===== src/fpsf_pkg.sv =====
`timescale 1ns / 1ps
// ----------------------------------------------------------------------------
// Five-point stencil filter: package
// Register codes, field widths and reset values.
// ----------------------------------------------------------------------------
package fpsf_pkg;

    localparam int unsigned WEIGHT_BITS    = 16;
    localparam int unsigned DIM_BITS       = 11;
    localparam int unsigned DIM_MIN        = 3;
    localparam int unsigned OUT_BITS       = 42;
    localparam int unsigned OUT_TDATA_BITS = 48;
    localparam int unsigned CFG_IDX_BITS   = 3;
    localparam int unsigned CFG_DATA_BITS  = 16;

    typedef enum logic [CFG_IDX_BITS-1:0] {
        CFG_WEIGHT_CENTER = 3'd0,
        CFG_WEIGHT_UP     = 3'd1,
        CFG_WEIGHT_DOWN   = 3'd2,
        CFG_WEIGHT_LEFT   = 3'd3,
        CFG_WEIGHT_RIGHT  = 3'd4,
        CFG_GRID_WIDTH    = 3'd5,
        CFG_GRID_HEIGHT   = 3'd6
    } t_cfg_index;

    typedef logic signed [WEIGHT_BITS-1:0] t_weight;
    typedef logic [DIM_BITS-1:0]           t_dim;

    localparam t_weight RST_WEIGHT_CENTER = 16'sd1;
    localparam t_weight RST_WEIGHT_UP     = 16'sd2;
    localparam t_weight RST_WEIGHT_DOWN   = 16'sd3;
    localparam t_weight RST_WEIGHT_LEFT   = 16'sd4;
    localparam t_weight RST_WEIGHT_RIGHT  = 16'sd5;
    localparam t_dim    RST_GRID_WIDTH    = 11'd1024;
    localparam t_dim    RST_GRID_HEIGHT   = 11'd1024;

endpackage


===== src/fpsf_cell.sv =====
`timescale 1ns / 1ps
// ----------------------------------------------------------------------------
// Five-point stencil filter: tap cell
// Weights the incoming sample and passes it on to the next cell.
// ----------------------------------------------------------------------------
module fpsf_cell #(
    parameter int unsigned SAMPLE_BITS = 24
) (
    input  logic                                            i_clk,
    input  logic                                            i_en,
    input  logic signed [SAMPLE_BITS-1:0]                   i_d,
    input  logic signed [fpsf_pkg::WEIGHT_BITS-1:0]         i_weight,
    output logic signed [SAMPLE_BITS-1:0]                   o_q,
    output logic signed [SAMPLE_BITS+fpsf_pkg::WEIGHT_BITS-1:0] o_p
);

    logic signed [SAMPLE_BITS-1:0]                       r_q;
    logic signed [SAMPLE_BITS+fpsf_pkg::WEIGHT_BITS-1:0] r_p;

    // product of the sample as it arrives; the held copy feeds the neighbour
    always_ff @(posedge i_clk) begin
        if (i_en) begin
            r_q <= i_d;
            r_p <= i_weight * i_d;
        end
    end

    assign o_q = r_q;
    assign o_p = r_p;

endmodule


===== config.mk =====
export PLATFORM = sky130hd
export DESIGN_NAME = fpsf_cell
export DESIGN_NICKNAME = d
export VERILOG_FILES = /design/src/fpsf_pkg.sv /design/src/fpsf_cell.sv
export SDC_FILE = /design/constraint.sdc
export NUM_CORES = 1
export LEC_CHECK = 0
export ABC_AREA = 0
export BUFFER_PORTS_ARGS = -buffer_cell sky130_fd_sc_hd__buf_2
export CORE_UTILIZATION = 65
export DETAILED_ROUTE_END_ITERATION = 10
export PLACE_DENSITY_LB_ADDON = 0.25
export SLEW_MARGIN = 20
export SYNTH_ARGS = -nofsm -noshare
export SYNTH_HDL_FRONTEND = slang
export SYNTH_SLANG_ARGS = --single-unit

===== constraint.sdc =====
create_clock -name i_clk -period 17.7 [get_ports i_clk]
set_input_delay 0.885 -clock i_clk [delete_from_list [all_inputs] [get_ports i_clk]]
set_output_delay 0.885 -clock i_clk [all_outputs]
set_load 0.01 [all_outputs]

---- Word-level counts from Yosys, hierarchy flattened ----
Index checks and enable logic that the tools add are counted.
cells by class
  $mul .................................... 1
operators with widths
  kind              count
  $mul A16 B24 Y40  1
word-level totals
  register bits after elaboration ......... 64
  input bits .............................. 42
  output and inout port bits .............. 64

---- Logic depth before layout (Yosys ltp) ----
Gate-level depths: netlist of run 1.
  depth in word-level cells ............... 1
  mapped depth ............................ 24
  depth with buffers taken out ............ 23

---- Least setup slack after synthesis of run 1 ----
Ideal clock, no wire load.
  path kind ............................... input -> register
  start point ............................. input port i_d[13]
  end point ............................... register r_p (netlist bit o_p[39]) (data pin)
  setup time .............................. 0.150 ns
  arrival time ............................ 6.812 ns
  path slack .............................. 10.738 ns
  cell stages on the path ................. 22
  buffers on the path ..................... 1
  cell sequence ........................... clkbuf_1 nand2_1 fa_1 inv_1 fa_1 inv_1 fa_1 inv_1 fa_1 fa_1 inv_1 fa_1 inv_1 ha_1 a2111oi_4 nand2_2 nor4_4 o21ai_2 a221o_2 a2111o_1 a2111o_1 o211ai_2
on the way
  word-level cells in the longest chain between the ends .. 1
RTL lines
  what                  RTL line         RTL
  start, declared       fpsf_cell.sv:11  input logic signed [SAMPLE_BITS-1:0] i_d,
  $mul A16 B24 Y40      fpsf_cell.sv:24  r_p <= i_weight * i_d;
  end signal, assigned  fpsf_cell.sv:24
  end, declared         fpsf_cell.sv:18  logic signed [SAMPLE_BITS+fpsf_pkg::WEIGHT_BITS-1:0] r_p;
No other way between the ends.
A chain may end at the register's enable or synchronous reset.

---- Worst setup path in the final report of run 1 ----
  start point ............................. input port i_weight[7] (netlist name)
  end point ............................... register r_p (netlist bit o_p[39]) (data pin)
on the way
  word-level cells in the longest chain between the ends .. 1
RTL lines
  what              RTL line         RTL
  start, declared   fpsf_cell.sv:12  input logic signed [fpsf_pkg::WEIGHT_BITS-1:0] i_weight,
  $mul A16 B24 Y40  fpsf_cell.sv:24
No other way between the ends.

==> results.md, run 1 <==
- Hold Vio Cnt, Final: 0
- Die area: 24750 um^2
- Initial antenna violation count: 0
- Wire per inst: 18.46 um
- Worst Tran Pin Value: 0.8859 ns
- Post-detailed-route via-to-cell ratio: 5.483
- CTS Hold Buffers Added: 0
- CTS max path bufs: 2
- Most common cell on crit path: fa_1
- CTS buffer count: 9
- Multi-input gate area: 11890 um^2
- Post-cts sizing count: 0
- Post-DP HPWL: 29610 um
- Port bufs: 105
- Vias in the first global route: 11950
- Met2 Use GR: 57.90%
- Tmin final: 7.394 ns
- FFs w/ async S/R, synth: 0%
- H-tree depth: 3
- Crit-path slowest cell: fa_1
- Share of cells above drive strength 1: 8.160%
- Hold Path Class: input port to flip-flop
- Cells after synthesis: 1615
- Post-synth top area share: 47.75%
- Final ANT Viol Nets: 0
- Antenna diodes: 0
- Clk slew on worst S/H paths: 0.07 ns
- Drt pass-1 iters: 6
- Maxcap violations: 0
- Row cnt: 56
- Die H: 157.3 um
- Slew margin rel.: 40.94%
- Synth Register Bits: 64
- First-pass GRT wire length: 60580 um
- Worst setup path class: input port to flip-flop
- CP arrival: 7.61 ns
- Worst endpoint required time: 17.92 ns
- Global-route track usage on met1: 39.66%
- Sequential share of the synthesized area: 12.26%
- TritonCTS clock tree: built
- Storage cell area: 1922 um^2
- CTS Root Cell: clkbuf_16
- Vias: 10960
- First DRT Iteration DRCs: 877
- Post-route DRC: 0
- Crit-path cells: buf_2 -> nand2_1 -> fa_1 -> inv_1 -> fa_1 -> inv_1 -> fa_1 -> inv_1 -> fa_1 -> fa_1 -> inv_1 -> fa_1 -> inv_1 -> ha_1 -> a2111oi_4 -> nand2_2 -> nor4_4 -> o21ai_2 -> a221o_2 -> a2111o_1 -> a2111o_1 -> o211ai_2
- Critical Path Start: i_weight[7]
- Starting Density: 66.61%
- Hold path start: i_d[20]
- Cell family with most CP delay: adder cells
- Fin. max-slew vios: 0
- Post-synth top cells: inv_1, fa_1, nand2_1
- Area growth syn-to-layout: 6.463%
- Most numerous cell in the Yosys netlist: inv_1
- CP peak stage delay: 0.56 ns
- Worst Path Max Fanout: 24
- Core area: 23540 um^2
- Main area contributors after synthesis: fa_1, edfxtp_1, inv_1
- Post-route clock period utilization: 41.78%
- GR Util All Layers: 32.79%
- Synthesized cell area: 15680 um^2
- Total gr overflow: 0
- Die width: 157.3 um
- CP Launch Type: input port
- Area leader, netlist: fa_1
- Largest net degree at the start of global routing: 35
- Fmax achieved: 135.2 MHz
- Post-synth EDFFs: 64
- Filler cells: 1784
- Placer Congestion: 0.9000
- RSZ-0062 raised after global routing: no
- Synth warn: 0
- Fin nets: 2188
- Top_reg_cell synth: edfxtp_1
- Io pins: 106
- Sink Count: 64
- Status: completed
- Drt total wl: 36890 um
- GR met3 Demand/Resource: 4.928%
- Setup crit end kind: flip-flop
- Final setup TNS: 0 ns
- WP buf/inv: 6
- Synthesized net count: 2129
- Postcts setup bufs: 0
- Top Usage Layer GRT: met2
- Syn Area/Cell: 9.710 um^2
- Unique masters post-synth: 52
- Setup violators final: 0
[cells by family (layout without fill, tap and decap cells)]
| logic type | after synthesis | count (layout) | synth area share (%) |
|---|---|---|---|
| and+or+nand+nor | 448 | 448 | 13.77 |
| DFF | 64 | 64 | 12.26 |
| buffers and inverters | 499 | 563 | 11.95 |
| xor gates and xnor gates | 41 | 41 | 2.290 |
| adders and majority gates | 472 | 472 | 55.57 |
| AOI/OAI and AO/OA | 91 | 91 | 4.165 |
[final timing paths]
kind | slack [ns] | end | depth (start not counted)
worst max-delay path | 10.31 | o_p[39] | 22
worst min-delay path | 0.95 | o_q[20] | 1
[flip-flops by register name, indices dropped and copies added, names as in the netlist]
register,cells
o_q,24
o_p,40
[layout by cell type (no fill, tap or decap), types with 7 or more instances in the layout]
| cell type | count |
|---|---|
| a21oi_1 | 26 |
| fa_1 | 374 |
| inv_1 | 440 |
| nand2b_1 | 7 |
| nand3_1 | 7 |
| buf_2 | 105 |
| xor2_1 | 12 |
| o21ai_0 | 14 |
| xnor2_1 | 29 |
| a21o_1 | 9 |
| nand2_1 | 229 |
| and2_1 | 149 |
| ha_1 | 98 |
| nor2_1 | 31 |
| edfxtp_1 | 64 |
| clkbuf_16 | 9 |
[layout make-up]
| cell class | count | share of cell area [%] |
|---|---|---|
| multi-input combinational | 1052 | 71.19 |
| sequential | 64 | 11.51 |
| inverter | 440 | 9.893 |
| timing repair buffer | 107 | 3.238 |
| tap | 319 | 2.391 |
| clock buffer | 9 | 1.349 |
| clock inverter | 7 | 0.4272 |
[metrics by stage]
step | instances | setup slack (ns) | util, % | cell area (um^2) | hold WS (ns)
CTS | 1998 | 10.32 | 70.91 | 16690 | 0.9424
floorplan | 1615 | 10.74 | - | 15680 | 0.9839
global placement | 1982 | 9.970 | 69.65 | 16400 | 1.292
global route | 1998 | 10.06 | 70.91 | 16690 | 0.9481
finish | 1998 | 10.31 | 70.91 | 16690 | 0.9458
detailed placement | 1982 | 9.946 | 69.65 | 16400 | 1.293
[layer usage]
metal	wire length, um	vias up
met5	0	-
li1	-	4807
met4	1703	0
met1	13610	5555
met2	19300	470
met3	2275	123
Power of run 1 is not shown: default switching activity piles up to over one toggle a cycle in this logic, so the estimate is an artifact.
==> run 2: changes to the inputs <==
--- a/config.mk
+++ b/config.mk
@@ -7,7 +7,7 @@
 export LEC_CHECK = 0
 export ABC_AREA = 0
 export BUFFER_PORTS_ARGS = -buffer_cell sky130_fd_sc_hd__buf_2
-export CORE_UTILIZATION = 65
+export CORE_UTILIZATION = 64
 export DETAILED_ROUTE_END_ITERATION = 10
 export PLACE_DENSITY_LB_ADDON = 0.25
 export SLEW_MARGIN = 20
==> constraint.sdc (replaced) <==
create_clock -name i_clk -period 7.2 [get_ports i_clk]
set_input_delay 0.36 -clock i_clk [delete_from_list [all_inputs] [get_ports i_clk]]
set_output_delay 0.36 -clock i_clk [all_outputs]
set_load 0.01 [all_outputs]
==> run 2 against run 1 <==
Against the previous run: global-route usage up 0.12 points; setup slack lost 9.7 ns; worst hold slack lost 0.60 ns; critical path depth unchanged; sequential share of layout area is 0.13 points lower; final cell count is 1.2% higher; utilization rose by 0.16 points; flip-flop and latch count unchanged; cell area up 1.1%; die area is 1.5% higher; non-clock buffer count grew 24; first-iteration DRC count down 21%; highest routed layer is now met5.
==> results.md, run 2 (synthesized netlist as in run 1, its figures left out) <==
- CTS max path bufs: 2 (unchanged)
- Maxcap violations: 0 (unchanged)
- Largest net degree at the start of global routing: 34 (-2.9%)
- Setup crit end kind: flip-flop
- Clk slew on worst S/H paths: 0.07 ns (about the same)
- Port bufs: 105 (unchanged)
- Worst setup path class: input port to flip-flop
- Drt total wl: 37390 um (+1.4%)
- Worst Tran Pin Value: 0.8852 ns (-0.0007413 ns)
- Fmax achieved: 151.4 MHz
- Placed insts: 2006 (+1.2%)
- Final ANT Viol Nets: 0 (unchanged)
- Most frequent cells in the layout: inv_1, fa_1, nand2_1
- TritonCTS clock tree: built
- Fin nets: 2212 (+1.1%)
- Storage cell area: 1922 um^2 (unchanged)
- Postcts setup bufs: 0 (unchanged)
- Area growth syn-to-layout: 7.660%
- Final setup margin: 0.5954 ns (-9.710 ns)
- Worst Path Max Fanout: 16 (-33%)
- Worst endpoint required time: 7.41 ns (-10.51 ns)
- Row cnt: 56 (unchanged)
- Io pins: 106 (unchanged)
- Post-route clock period utilization: 91.73%
- GR Util All Layers: 32.90% (+0.12 points)
- Die area: 25130 um^2 (+1.5%)
- Slew margin rel.: 40.99% (+0.049 points)
- CP arrival: 6.82 ns (-0.79 ns)
- Multi-input gate area: 11890 um^2 (unchanged)
- RSZ-0062 raised after global routing: no
- CP Launch Type: input port
- First-pass GRT wire length: 61080 um (+0.82%)
- Post-cts sizing count: 0 (unchanged)
- Status: completed
- Filler cells: 1729 (-3.1%)
- Commonest non-fill, non-tap cell in the layout: inv_1
- Total gr overflow: 0 (unchanged)
- Initial antenna violation count: 1 (+1)
- Post-route DRC: 0 (unchanged)
- Die width: 158.5 um (+0.77%)
- Placer Congestion: 0.8837 (-1.8%)
- Post-detailed-route via-to-cell ratio: 5.460 (-0.42%)
- Post-route insts no fill: 2022 (+1.2%)
- Vias in the first global route: 12160 (+1.8%)
- Die H: 158.5 um (+0.77%)
- Hold Vio Cnt, Final: 0 (unchanged)
- Critical Path Start: i_weight[1]
- Setup violators final: 0 (unchanged)
- Tmin final: 6.605 ns
- Final setup TNS: 0 ns (unchanged)
- Sink Count: 64 (unchanged)
- CTS buffer count: 9 (unchanged)
- Vias: 11040 (+0.78%)
- CTS Hold Buffers Added: 0 (unchanged)
- CTS Root Cell: clkbuf_16
- Share of cells above drive strength 1: 9.513% (+1.4 points)
- Wire per inst: 18.49 um (+0.17%)
- Starting Density: 66.02% (-0.59 points)
- Drt pass-1 iters: 7 (+1)
- Hold Path Class: input port to flip-flop
- Fin. max-slew vios: 0 (unchanged)
- Post-DP HPWL: 30400 um (+2.7%)
- Antenna diodes: 0 (unchanged)
- Core area: 23750 um^2 (+0.89%)
- Dpl ws: 0.2602 ns (-9.686 ns)
- First DRT Iteration DRCs: 697 (-21%)
- Hold path start: i_d[18]
- H-tree depth: 3 (unchanged)
- Max reg flops: 40 (unchanged)
[run 2: critical path, stage by stage]
cell and delay, ns:
buf_2 0.34, nand2_1 0.14, fa_1 0.56, inv_1 0.06
fa_1 0.53, inv_1 0.06, fa_1 0.50, inv_1 0.06
fa_1 0.50, fa_1 0.49, inv_1 0.05, fa_1 0.47
inv_1 0.04, ha_1 0.38, a2111oi_4 0.36, nand2_2 0.10
nor4_4 0.22, o21ai_2 0.19, a221o_2 0.46, a2111o_1 0.43
a2111o_1 0.44, o211ai_2 0.08
[run 2: stage by stage]
step | hold slack, ns | util [%] | cell area (um^2)
global placement | 0.7100 | 69.80 | 16580
finish | 0.3482 | 71.08 | 16880
CTS | 0.3494 | 71.08 | 16880
floorplan | 0.4589 | - | 15680
global route | 0.3568 | 71.08 | 16880
detailed placement | 0.7093 | 69.80 | 16580
[run 2: layer usage]
metal,track usage (%),part of all wire (%),vias to the layer above
li1,-,-,4866
met1,38.79,36,5601
met2,59.57,53,454
met3,4.300,6.1,117
met4,15.52,5.2,2
met5,0,0.032,-
[run 2: final timing paths]
check	endpoint	slack (ns)	cells past startpoint
worst min-delay path	o_q[18]	0.35	1
worst max-delay path	o_p[39]	0.60	22
[run 2: cell type report]
| class | count | share of cell area [%] |
|---|---|---|
| repair buffers | 131 | 4.269 |
| well taps | 319 | 2.364 |
| multi-input cells | 1052 | 70.40 |
| clock buffers | 9 | 1.334 |
| flip-flops and latches | 64 | 11.38 |
| clock inverters | 7 | 0.4669 |
| inverters | 440 | 9.783 |
Power of run 2 is left out for the same reason.
